$ cat src/hw/rtl/ipv4p_pkg.sv
package ipv4p_pkg;

  localparam int unsigned CharW   = 8;
  localparam int unsigned OctetW  = 8;
  localparam int unsigned AddrW   = 32;
  localparam int unsigned UpperW  = 24;
  localparam int unsigned CountW  = 2;

  localparam logic [CharW-1:0] CHAR_ZERO = 8'h30;
  localparam logic [CharW-1:0] CHAR_FIVE = 8'h35;
  localparam logic [CharW-1:0] CHAR_NINE = 8'h39;
  localparam logic [CharW-1:0] CHAR_DOT  = 8'h2E;

  // Largest tens-and-hundreds value that still allows a third digit.
  localparam logic [OctetW-1:0] OCTET_TENS_MAX = 8'd25;

  localparam logic [CountW-1:0] LAST_OCTET_IDX = 2'd3;

  localparam logic [7:0] NET_LOOPBACK   = 8'd127;
  localparam logic [7:0] NET_PRIV_A     = 8'd10;
  localparam logic [7:0] NET_PRIV_B_HI  = 8'd172;
  localparam logic [3:0] NET_PRIV_B_LO  = 4'd1;   // 172.16/12: upper nibble of octet two
  localparam logic [7:0] NET_PRIV_C_HI  = 8'd192;
  localparam logic [7:0] NET_PRIV_C_LO  = 8'd168;

  typedef struct packed {
    logic [UpperW-1:0] upper_octets;
    logic [OctetW-1:0] octet_value;
    logic [CountW-1:0] digit_count;
    logic [CountW-1:0] octet_index;
    logic              error_seen;
  } ipv4p_state_t;

  localparam ipv4p_state_t STATE_RESET = '0;

  typedef struct packed {
    logic             valid_res;
    logic [AddrW-1:0] address;
    logic             is_loopback;
    logic             is_private;
  } ipv4p_result_t;

endpackage

$ cat src/hw/rtl/ipv4p_in_if.sv
interface ipv4p_in_if;
  import ipv4p_pkg::*;

  logic             valid;
  logic             ready;
  logic [CharW-1:0] char_code;
  logic             last_char;

  modport source (output valid, output char_code, output last_char, input ready);
  modport sink   (input valid, input char_code, input last_char, output ready);
endinterface

$ cat src/hw/rtl/ipv4p_out_if.sv
interface ipv4p_out_if;
  import ipv4p_pkg::*;

  logic             valid;
  logic             ready;
  logic             valid_res;
  logic [AddrW-1:0] address;
  logic             is_loopback;
  logic             is_private;

  modport source (output valid, output valid_res, output address, output is_loopback,
                  output is_private, input ready);
  modport sink   (input valid, input valid_res, input address, input is_loopback,
                  input is_private, output ready);
endinterface

$ cat src/hw/rtl/ipv4_dotted_decimal_parser_core.sv
// Strict dotted-decimal IPv4 parser. Send the string one ASCII character per
// request on in_i, with last_char set on its final character; only that
// character produces a response on res_o, carrying the 32-bit address (first
// octet in bits 31:24), valid_res, and the loopback and private flags, all of
// which read zero for a malformed string. One character is taken every clock
// cycle while ready on in_i is high; responses are held in the output register.
// The input register frees as soon as its character has been folded into the
// parser state, so ready on in_i only drops while a finished response is
// still waiting in the output register and another last character is queued.
module ipv4_dotted_decimal_parser_core import ipv4p_pkg::*; (
  input  logic clk_i,
  input  logic rst_ni,
  ipv4p_in_if.sink    in_i,
  ipv4p_out_if.source res_o
);

  logic             in_valid_q;
  logic [CharW-1:0] char_q;
  logic             last_q;
  logic             out_valid_q;
  ipv4p_result_t    out_q;
  ipv4p_result_t    result;
  logic             advance;
  logic             step;

  // A character that yields no response can always move on; a last one needs
  // the output register to be free or emptying this cycle.
  assign advance    = !last_q || !out_valid_q || res_o.ready;
  assign step       = in_valid_q && advance;
  assign in_i.ready = !in_valid_q || advance;

  always_ff @(posedge clk_i or negedge rst_ni) begin
    if (!rst_ni) begin
      in_valid_q <= 1'b0;
    end else if (in_i.ready) begin
      in_valid_q <= in_i.valid;
    end
  end

  always_ff @(posedge clk_i) begin
    if (in_i.ready && in_i.valid) begin
      char_q <= in_i.char_code;
      last_q <= in_i.last_char;
    end
  end

  ipv4p_parser u_parser (
    .clk_i       (clk_i),
    .rst_ni      (rst_ni),
    .step_i      (step),
    .char_code_i (char_q),
    .last_char_i (last_q),
    .result_o    (result)
  );

  always_ff @(posedge clk_i or negedge rst_ni) begin
    if (!rst_ni) begin
      out_valid_q <= 1'b0;
    end else if (step && last_q) begin
      out_valid_q <= 1'b1;
    end else if (res_o.ready) begin
      out_valid_q <= 1'b0;
    end
  end

  always_ff @(posedge clk_i) begin
    if (step && last_q) begin
      out_q <= result;
    end
  end

  assign res_o.valid       = out_valid_q;
  assign res_o.valid_res   = out_q.valid_res;
  assign res_o.address     = out_q.address;
  assign res_o.is_loopback = out_q.is_loopback;
  assign res_o.is_private  = out_q.is_private;

endmodule

$ cat src/hw/rtl/ipv4p_classify.sv
module ipv4p_classify import ipv4p_pkg::*; (
  input  logic             ok_i,
  input  logic [AddrW-1:0] address_i,
  output ipv4p_result_t    result_o
);

  logic [AddrW-1:0] addr;
  logic             net_a;
  logic             net_b;
  logic             net_c;

  assign addr  = ok_i ? address_i : '0;
  assign net_a = (addr[31:24] == NET_PRIV_A);
  assign net_b = (addr[31:24] == NET_PRIV_B_HI) && (addr[23:20] == NET_PRIV_B_LO);
  assign net_c = (addr[31:24] == NET_PRIV_C_HI) && (addr[23:16] == NET_PRIV_C_LO);

  always_comb begin
    result_o.valid_res   = ok_i;
    result_o.address     = addr;
    result_o.is_loopback = ok_i && (addr[31:24] == NET_LOOPBACK);
    result_o.is_private  = ok_i && (net_a || net_b || net_c);
  end

endmodule

$ cat src/hw/rtl/ipv4p_parser.sv
module ipv4p_parser import ipv4p_pkg::*; (
  input  logic             clk_i,
  input  logic             rst_ni,
  input  logic             step_i,
  input  logic [CharW-1:0] char_code_i,
  input  logic             last_char_i,
  output ipv4p_result_t    result_o
);

  ipv4p_state_t     state_q;
  ipv4p_state_t     state_d;
  ipv4p_state_t     nxt;
  logic [3:0]       digit;
  logic [OctetW:0]  times_ten;
  logic             ok;
  logic [AddrW-1:0] addr;

  assign digit     = char_code_i[3:0];
  // value * 10 + digit; at most 255 when the range check has passed.
  assign times_ten = {state_q.octet_value, 1'b0} + {state_q.octet_value[OctetW-3:0], 3'b000}
                   + {5'd0, digit};

  always_comb begin
    nxt = state_q;
    if (!state_q.error_seen) begin
      if (char_code_i inside {[CHAR_ZERO:CHAR_NINE]}) begin
        case (state_q.digit_count)
          2'd0: begin
            nxt.octet_value = {4'd0, digit};
            nxt.digit_count = 2'd1;
          end
          2'd1: begin
            if (state_q.octet_value == '0) begin
              nxt.error_seen = 1'b1;
            end else begin
              nxt.octet_value = times_ten[OctetW-1:0];
              nxt.digit_count = 2'd2;
            end
          end
          2'd2: begin
            if ((state_q.octet_value > OCTET_TENS_MAX) ||
                ((state_q.octet_value == OCTET_TENS_MAX) && (char_code_i > CHAR_FIVE))) begin
              nxt.error_seen = 1'b1;
            end else begin
              nxt.octet_value = times_ten[OctetW-1:0];
              nxt.digit_count = 2'd3;
            end
          end
          default: begin
            nxt.error_seen = 1'b1;
          end
        endcase
      end else if (char_code_i == CHAR_DOT) begin
        if ((state_q.digit_count == '0) || (state_q.octet_index == LAST_OCTET_IDX)) begin
          nxt.error_seen = 1'b1;
        end else begin
          nxt.upper_octets = {state_q.upper_octets[UpperW-OctetW-1:0], state_q.octet_value};
          nxt.octet_value  = '0;
          nxt.digit_count  = '0;
          nxt.octet_index  = state_q.octet_index + 2'd1;
        end
      end else begin
        nxt.error_seen = 1'b1;
      end
    end
  end

  assign ok   = !nxt.error_seen && (nxt.octet_index == LAST_OCTET_IDX) && (nxt.digit_count != '0);
  assign addr = {nxt.upper_octets, nxt.octet_value};

  ipv4p_classify u_classify (
    .ok_i      (ok),
    .address_i (addr),
    .result_o  (result_o)
  );

  // The string ends on the last character and the next one starts fresh.
  always_comb begin
    state_d = state_q;
    if (step_i) begin
      state_d = last_char_i ? STATE_RESET : nxt;
    end
  end

  always_ff @(posedge clk_i or negedge rst_ni) begin
    if (!rst_ni) begin
      state_q <= STATE_RESET;
    end else begin
      state_q <= state_d;
    end
  end

endmodule
$ cat src/flat_wrapper.sv
// flat-port wrapper written by rule: the top's interface ports become plain ports
module ipv4_dotted_decimal_parser_core_flat import ipv4p_pkg::*;
  (clk_i, rst_ni, in_i_valid, in_i_char_code, in_i_last_char, in_i_ready, res_o_valid, res_o_valid_res, res_o_address, res_o_is_loopback, res_o_is_private, res_o_ready);
  ipv4p_in_if in_i_i ();
  ipv4p_out_if res_o_i ();
  input  logic clk_i;
  input  logic rst_ni;
  input wire logic [$bits(in_i_i.valid)-1:0] in_i_valid;
  input wire logic [$bits(in_i_i.char_code)-1:0] in_i_char_code;
  input wire logic [$bits(in_i_i.last_char)-1:0] in_i_last_char;
  output wire logic [$bits(in_i_i.ready)-1:0] in_i_ready;
  output wire logic [$bits(res_o_i.valid)-1:0] res_o_valid;
  output wire logic [$bits(res_o_i.valid_res)-1:0] res_o_valid_res;
  output wire logic [$bits(res_o_i.address)-1:0] res_o_address;
  output wire logic [$bits(res_o_i.is_loopback)-1:0] res_o_is_loopback;
  output wire logic [$bits(res_o_i.is_private)-1:0] res_o_is_private;
  input wire logic [$bits(res_o_i.ready)-1:0] res_o_ready;
  assign in_i_i.valid = in_i_valid;
  assign in_i_i.char_code = in_i_char_code;
  assign in_i_i.last_char = in_i_last_char;
  assign in_i_ready = in_i_i.ready;
  assign res_o_valid = res_o_i.valid;
  assign res_o_valid_res = res_o_i.valid_res;
  assign res_o_address = res_o_i.address;
  assign res_o_is_loopback = res_o_i.is_loopback;
  assign res_o_is_private = res_o_i.is_private;
  assign res_o_i.ready = res_o_ready;
  ipv4_dotted_decimal_parser_core u_core (.clk_i(clk_i), .rst_ni(rst_ni), .in_i(in_i_i), .res_o(res_o_i));
endmodule
$ cat config.mk
export PLATFORM = sky130hd
export DESIGN_NAME = ipv4_dotted_decimal_parser_core_flat
export DESIGN_NICKNAME = d
export VERILOG_FILES = /design/src/hw/rtl/ipv4p_pkg.sv /design/src/hw/rtl/ipv4p_in_if.sv /design/src/hw/rtl/ipv4p_out_if.sv /design/src/hw/rtl/ipv4_dotted_decimal_parser_core.sv /design/src/hw/rtl/ipv4p_classify.sv /design/src/hw/rtl/ipv4p_parser.sv /design/src/flat_wrapper.sv
export SDC_FILE = /design/constraint.sdc
export NUM_CORES = 1
export LEC_CHECK = 0
export BUFFER_PORTS_ARGS = -buffer_cell sky130_fd_sc_hd__buf_2
export CAP_MARGIN = 10
export CORE_MARGIN = 5
export CORE_UTILIZATION = 29
export CTS_CLUSTER_SIZE = 30
export DETAILED_ROUTE_END_ITERATION = 12
export GPL_ROUTABILITY_DRIVEN = 0
export HOLD_SLACK_MARGIN = 0.1
export PLACE_DENSITY = 0.56
export SLEW_MARGIN = 20
export SYNTH_ARGS = -nofsm -noshare
export SYNTH_HDL_FRONTEND = slang
export SYNTH_SLANG_ARGS = --single-unit
$ cat constraint.sdc
create_clock -name clk_i -period 8.4 [get_ports clk_i]
set_clock_uncertainty 0.15 [all_clocks]
set_input_delay 1.68 -clock clk_i [delete_from_list [all_inputs] [get_ports clk_i]]
set_output_delay 1.68 -clock clk_i [all_outputs]
set_load 0.1 [all_outputs]
---- Word-level counts from Yosys, hierarchy flattened ----
Cells that the tools add are included.
cells by class
  $add $sub $neg .......................... 3
  magnitude comparators ................... 4
  eq/ne operators ......................... 12
  mux-type cells .......................... 19
  reductions and logical operators ........ 26
operators with widths
  operator            count
  $mux 37             2
  $mux 36             2
  $mux 32             1
  $mux 10             3
  $pmux 10 s3         1
  $eq 8x8->1 const B  3
  $mux 24             1
  $logic_and 1x1->1   11
  $add 8x4->8         1
  $add 8x8->8         1
  $eq 8x4->1 const B  1
  $eq 8x5->1 const B  1
  $eq 8x6->1 const B  1
  $eq 8x7->1 const B  1
  $ge 8x6->1 const B  1
  $gt 8x5->1 const B  1
  $gt 8x6->1 const B  1
  $le 8x6->1 const B  1
  $logic_not 8->1     1
  $logic_or 1x1->1    7
  $mux 1              7
  $eq 2x2->1 const B  3
  $eq 4x1->1 const B  1
  $logic_not 1->1     4
  6 further kinds     7
word-level totals
  flip-flop bits (word level) ............. 83
  input port bits ......................... 13
  output and inout port bits .............. 37
  word-level logic and storage cells ...... 78

---- Longest topological paths before layout ----
Gate-level depths: netlist (run 1).
  word-level depth ........................ 16
  mapped depth ............................ 10
  depth with buffers taken out ............ 10

---- Hierarchy ----
Synthesis (run 1) repeated with hierarchy kept, for this count alone.
second synthesis, totals
  cell total of the unflattened synthesis .. 401
  area, all modules ....................... 4419.2 µm²
by module, submodules not included
  module                           times used  cells an instance  area an instance (µm²)
  ipv4p_parser                     1           293                2623.8
  ipv4_dotted_decimal_parser_core  1           54                 1427.6
  ipv4p_classify                   1           54                 367.9

---- Worst setup path before layout (run 1) ----
No wires, ideal clock.
  path kind ............................... in2out
  start ................................... input res_o_ready
  end ..................................... output in_i_ready
  arrival ................................. 2.684 ns
  slack ................................... 3.886 ns
  cell stages on the path ................. 1
  buffers on the path ..................... 0
  cells stage by stage .................... nand4b_1
on the way
  word-level cells in the longest chain between the ends .. 2
RTL lines
  what                line                                   RTL
  start: declaration  flat_wrapper.sv:17                     input wire logic [$bits(res_o_i.ready)-1:0] res_o_ready;
  $logic_or 1x1->1    ipv4_dotted_decimal_parser_core.sv:28  assign advance = !last_q || !out_valid_q || res_o.ready;
  $logic_or 1x1->1    ipv4_dotted_decimal_parser_core.sv:30  assign in_i.ready = !in_valid_q || advance;
  end: declaration    flat_wrapper.sv:11                     output wire logic [$bits(in_i_i.ready)-1:0] in_i_ready;
Every way passes these cells.

---- Final worst setup path (run 1) ----
Same ends and word-level chain as after synthesis.

==> key figures, run 1 <==
Setup path
  – CP Max Fanout: 3
  – Crit-path max cell delay: 0.45 ns
  – Crit-path most repeated cell: buf_2
  – Crit-path slowest cell: buf_2
  – Cell Chain, Critical Path: buf_2, nand4b_1, buf_2
  – Crit path capture type: primary output
  – Worst EP required: 6.57 ns
  – WS Path Type: in2out
  – Buf+Inv Stages, Crit Path: 2
  – Top Family by Delay on Critical Path: buffers and inverters
  – Startpoint Class: input pin
  – CP Data Arrival Time: 2.37 ns

STA
  – Final setup viols: 0
  – Final hold slack: 0.399 ns
  – Final Hold Vio Count: 0
  – F_max: 238 MHz
  – Max-slew violations: 0
  – Slew of the pin with the lowest slew margin: 0.995 ns
  – TNS Setup: 0 ns
  – Fin crit share: 50.0%
  – Slew margin rel.: 33.7%
  – Minimum clock period after layout: 4.20 ns
  – Unrepaired setup endpoints after global routing: no

CTS
  – PostCTS Resize Cnt: 0
  – Clk sinks: 83
  – Htree depth: 3
  – Clk pin slew, worst setup/hold paths: 0.06 ns
  – Clock buffer depth: 2
  – # hold bufs at CTS: 0
  – CTS Buf Count: 9
  – Clk root buf: clkbuf_16
  – Post-CTS setup buffers: 0
  – Worst-skew pair later-pin latency: 0.33 ns
  – CTS tree: yes

Final layout
  – Ant diodes: 0
  – Nets: 421
  – Fillers: 1,408
  – Sequential Area: 2300 sq um
  – Area grow syn2layout: 16.9%
  – Multi-input gate area: 1730 sq um
  – Layout cells sized above 1: 18.5%

Yosys
  – Synthesis Warnings: 0
  – Synthesized net count: 377
  – Synth top area share: 32.0%
  – Mapped Cells: 351
  – Synth area leader: edfxtp_1
  – Mapped Area: 4130 sq um
  – Post-synth cell types: 60
  – Top post-synthesis cells by area: edfxtp_1 32%, dfrtp_1 24%, a22o_1 5.9%
  – Number of synthesized register bits: 83
  – Post-synth EDFFs: 44
  – Top_reg_cell synth: edfxtp_1
  – Sequential area share after synthesis: 55.6%
  – Avg Synthesized Cell Area: 11.8 sq um
  – Async set or reset register ratio after synthesis: 47.0%

Floorplanning
  – Die Wd: 129 microns
  – Core Area: 13,900 sq um
  – # rows: 43
  – Die area: 16,700 sq um
  – Chip height: 129 microns
  – Initial Util: 29.7%
  – Top Ports: 50

Routing
  – Via Count: 2,981
  – Post-DRT Antenna Nets: 0
  – DRC: 0
  – Final wirelength: 9820 microns
  – Via/cell ratio: 5.14
  – DRT Pass-1 Iters: 4
  – DRT iter0 DRCs: 295
  – Wire length per cell: 16.9 microns

Power
  – Combinational share of power: 14.9%
  – VDD IR max: 130 uV
  – Switching component of the power: 286 uW
  – Cell Int Power: 715 uW
  – Pleak: 1.94 nW
  – PwrDens: 207 nW/um^2
  – Net Sw Frac: 28.6%
  – Reg power frac: 46.5%
  – Clk pwr share: 38.5%

Place
  – IO Port Bufs: 49
  – Post-DP HPWL: 6820 microns

Run
  – Maxcap violations: 0

GRT
  – Largest net degree at the start of global routing: 40
  – Vias in the first global route: 3,017
  – First-pass GRT wire length: 16,100 microns
  – Total grt overflow: 0
  – Global Route Usage Sum: 12.4%
  – Initial antenna violation count: 0

Min path
  – Worst Hold Class: reg2reg

Outcome
  – Outcome: finished, final reports clean
layout make-up:
cell class                      count  share of cell area [%]
Sequential cell                    83                    47.5
Inverter                           10                   0.776
Clock buffer                       10                    4.74
Multi-Input combinational cell    241                    35.8
Tap cell                          180                    4.66
Clock inverter                      6                    1.32
Timing Repair Buffer               50                    5.23
layout by cell type, fill, tap and decap left out, types with 3 or more instances in the layout:
cell type / count
nor2_1: 29
clkbuf_16: 9
nand2_1: 13
a22o_1: 28
inv_1: 10
o21ai_1: 3
a21oi_1: 12
or4b_1: 3
nor2b_1: 4
ha_1: 11
o21ai_0: 11
o21a_1: 5
mux2i_1: 6
o211ai_1: 5
a2111oi_2: 3
a21o_1: 3
dfrtp_1: 39
nand2b_1: 5
nor4_1: 9
nand3_1: 8
a211oi_1: 7
nor3_1: 5
xnor2_1: 3
and2_1: 23
buf_2: 49
edfxtp_1: 44
and4_1: 3
path summary, 6_finish.rpt:
check,from,to,slack (ns),depth (start not counted)
setup / recovery,res_o_ready,in_i_ready,4.20,3
hold / removal,u_core.u_parser.state_q[1]$_DFFE_PN0P_,u_core.u_parser.state_q[1]$_DFFE_PN0P_,0.40,1
setup reg to reg,u_core.u_parser.state_q[7]$_DFFE_PN0P_,u_core.res_o.address[6]$_SDFFCE_PN0P_,5.13,9
hold reg to reg,u_core.u_parser.state_q[1]$_DFFE_PN0P_,u_core.u_parser.state_q[1]$_DFFE_PN0P_,0.40,1
max in group asynchronous,rst_ni,u_core.u_parser.state_q[32]$_DFFE_PN0P_,6.21,1
min in group asynchronous,rst_ni,u_core.in_valid_q$_DFFE_PN0N_,1.32,1
per-layer routing:
layer,vias to the layer above,track usage [%],share of wire (%)
met1,1439,16.5,44
met5,-,0,0
met3,8,3.87,7.3
met4,0,4.08,1.0
met2,95,19.1,47
li1,1439,-,-
stage by stage:
| stage | std cells | worst slack, ns | instance area (sq um) | util [%] | power, mW |
|---|---|---|---|---|---|
| floorplan | 351 | 3.89 | 4130 | - | 0.587 |
| global placement | 564 | 4.23 | 4530 | 32.5 | 0.620 |
| detailed placement | 564 | 4.20 | 4530 | 32.5 | 0.624 |
| CTS | 580 | 4.20 | 4830 | 34.6 | 1.01 |
| global route | 580 | 4.16 | 4830 | 34.7 | 1.05 |
| finish | 580 | 4.20 | 4830 | 34.7 | 1.00 |
cell usage after synthesis (3+ instances only):
master	instances
a2111oi_2	3
a211oi_1	7
a21o_1	3
a21oi_1	12
a22o_1	28
and2_1	23
and4_1	3
buf_2	8
clkbuf_1	8
dfrtp_1	39
edfxtp_1	44
ha_1	11
inv_1	10
mux2i_1	6
nand2_1	13
nand2b_1	5
nand3_1	8
nor2_1	29
nor2b_1	4
nor3_1	5
nor4_1	9
o211ai_1	5
o21a_1	5
o21ai_0	11
o21ai_1	3
or4b_1	3
xnor2_1	3
registers in the layout (all words and copies together) (netlist names):
signal / count
u_core.in_valid_q: 1
u_core.res_o.valid: 1
u_core.last_q: 1
u_core.u_parser.state_q: 37
u_core.res_o.valid_res: 1
u_core.res_o.is_private: 1
u_core.res_o.is_loopback: 1
u_core.char_q: 8
u_core.res_o.address: 32
power by group through the flow:
| stage | logic [mW] | registers [mW] | clock network, mW |
|---|---|---|---|
| floorplan | 0.0778 | 0.510 | 0 |
| global placement | 0.147 | 0.474 | 0 |
| detailed placement | 0.150 | 0.474 | 0 |
| CTS | 0.150 | 0.466 | 0.397 |
| global route | 0.163 | 0.468 | 0.417 |
| finish | 0.149 | 0.466 | 0.386 |
cells by family after synthesis:
logic type | Yosys count | share of synthesized area (%)
AO/OA/AOI/OAI | 96 | 17.6
XOR/XNOR | 4 | 0.848
adder cells (fa/ha/maj) | 13 | 4.30
buffers and inverters | 27 | 2.78
flip-flops | 83 | 55.6
multiplexers | 7 | 1.73
AND/OR/NAND/NOR | 121 | 17.2
No activity file was read; power rests on OpenSTA's default activity.
==> run 2, diff against run 1 <==
--- a/config.mk
+++ b/config.mk
@@ -13,7 +13,7 @@
 export DETAILED_ROUTE_END_ITERATION = 12
 export GPL_ROUTABILITY_DRIVEN = 0
 export HOLD_SLACK_MARGIN = 0.1
-export PLACE_DENSITY = 0.56
+export PLACE_DENSITY = 0.57
 export SLEW_MARGIN = 20
 export SYNTH_ARGS = -nofsm -noshare
 export SYNTH_HDL_FRONTEND = slang
==> constraint.sdc (replaced) <==
create_clock -name clk_i -period 3.5 [get_ports clk_i]
set_clock_uncertainty 0.15 [all_clocks]
set_input_delay 0.7 -clock clk_i [delete_from_list [all_inputs] [get_ports clk_i]]
set_output_delay 0.7 -clock clk_i [all_outputs]
set_load 0.1 [all_outputs]
==> key figures, run 2 (synthesis gave the netlist of run 1 again) <==
Floorplanning
  – Chip height: 129 microns
  – Die Wd: 129 microns
  – Core Area: 13,900 sq um
  – # rows: 43
  – Top Ports: 50
  – Die area: 16,700 sq um
  – Initial Util: 29.7%

Power
  – Pleak: 1.96 nW
  – Cell Int Power: 1.65 mW
  – PwrDens: 478 nW/um^2
  – VDD IR max: 357 uV
  – Net Sw Frac: 29.2%
  – Switching component of the power: 679 uW
  – Reg power frac: 48.0%
  – Clk pwr share: 36.5%
  – Total power: 2.32 mW
  – Combinational share of power: 15.5%

Final layout
  – Commonest non-fill, non-tap cell in the layout: buf_2
  – Area grow syn2layout: 17.6%
  – Largest reg by FF count: u_core.u_parser.state_q
  – Nets: 428
  – Fillers: 1,402
  – Layout cells sized above 1: 19.9%
  – Most frequent cells in the layout: 49 x buf_2, 44 x edfxtp_1, 39 x dfrtp_1
  – Ant diodes: 0
  – Post-layout util: 34.9%
  – Max reg flops: 37

Place
  – Pre-CTS WS: 0.339 ns
  – Post-DP HPWL: 7030 microns
  – IO Port Bufs: 49

Setup path
  – CP Data Arrival Time: 3.11 ns
  – Worst EP required: 3.43 ns
  – R2r worst-path depth: 9
  – Worst r2r dst: u_core.res_o.address[6]$_SDFFCE_PN0P_
  – R2r setup slk: 0.32 ns
  – Crit path capture type: flop
  – WS Path Type: reg2reg
  – CP startpoint: u_core.u_parser.state_q[5]$_DFFE_PN0P_
  – Startpoint Class: flop
  – FF-to-FF Start: u_core.u_parser.state_q[5]$_DFFE_PN0P_
  – CP Max Fanout: 7

STA
  – Fin crit share: 90.8%
  – Final Hold Vio Count: 0
  – F_max: 315 MHz
  – Final setup viols: 0
  – Minimum clock period after layout: 3.18 ns
  – Final WS setup: 0.323 ns
  – Unrepaired setup endpoints after global routing: no
  – Slew of the pin with the lowest slew margin: 0.911 ns
  – Max-slew violations: 0
  – Slew margin rel.: 39.3%
  – TNS Setup: 0 ns
  – Final hold slack: 0.341 ns

CTS
  – # hold bufs at CTS: 0
  – Htree depth: 3
  – Worst-skew pair later-pin latency: 0.34 ns
  – PostCTS Resize Cnt: 0
  – Post-CTS setup buffers: 0
  – CTS tree: yes
  – Clk sinks: 83
  – Clk root buf: clkbuf_16
  – Clock buffer depth: 2
  – CTS Buf Count: 9
  – Clk pin slew, worst setup/hold paths: 0.06 ns

Routing
  – DRT Pass-1 Iters: 5
  – Wire length per cell: 16.8 microns
  – DRC: 0
  – Final wirelength: 9840 microns
  – Via Count: 3,068
  – Via/cell ratio: 5.23
  – Post-DRT Antenna Nets: 0
  – DRT iter0 DRCs: 334

Run
  – Maxcap violations: 0

GRT
  – Total grt overflow: 0
  – M2 GR Usage: 19.4%
  – Met3 Usage GRT: 4.08%
  – Initial antenna violation count: 0
  – Global Route Usage Sum: 12.4%
  – Vias in the first global route: 3,051
  – First-pass GRT wire length: 16,100 microns
  – Global-route met1 utilization: 16.7%
  – Layer carrying the most global-route usage: met2
  – Largest net degree at the start of global routing: 40

Outcome
  – Outcome: finished, final reports clean

Min path
  – Worst Hold Class: in2async
[run 2: power by group through the flow]
stage                     clock, mW  sequential [mW]  combinational [mW]
after global routing          0.922             1.12               0.389
after floorplan                   0             1.22               0.187
after global placement            0             1.13               0.355
after CTS                     0.873             1.11               0.362
final                         0.848             1.12               0.361
after detailed placement          0             1.13               0.361
[run 2: stage by stage]
| stage | area [sq um] | cells |
|---|---|---|
| after global placement | 4590 | 571 |
| after floorplan | 4130 | 351 |
| after CTS | 4860 | 587 |
| after global routing | 4860 | 587 |
| final | 4860 | 587 |
| after detailed placement | 4590 | 571 |
[run 2: area by class of cell]
type | count | area (sq um) | area share, %
timing repair buffer | 57 | 305 | 6.28
tap | 180 | 225 | 4.63
sequential | 83 | 2300 | 47.3
clock inverter | 4 | 28.8 | 0.592
clock buffer | 12 | 236 | 4.87
multi-input combinational | 241 | 1730 | 35.6
inverter | 10 | 37.5 | 0.772
[run 2: worst max-delay path, cell delays in order (launching register included)]
cell and delay, ns:
dfrtp_1 0.48, fa_1 0.60, inv_1 0.07, fa_1 0.46, nor2b_1 0.11, o21ai_0 0.09
a21boi_0 0.34, nor3_1 0.10, o311ai_0 0.39, a21oi_1 0.13
[run 2: routing by layer]
layer | part of all wire (%) | wire length (microns)
met1 | 45 | 4400
met2 | 47 | 4590
met4 | 1.3 | 126
met5 | 0 | 0
met3 | 7.3 | 716
[run 2: worst max-delay path by stage]
stage | cells past startpoint | endpoint
floorplan | 2 | u_core.char_q[0]$_DFFE_PP_
global placement | 9 | u_core.res_o.address[6]$_SDFFCE_PN0P_
global route | 9 | u_core.res_o.address[6]$_SDFFCE_PN0P_
finish | 9 | u_core.res_o.address[6]$_SDFFCE_PN0P_
detailed placement | 9 | u_core.res_o.address[6]$_SDFFCE_PN0P_
CTS | 9 | u_core.res_o.address[6]$_SDFFCE_PN0P_
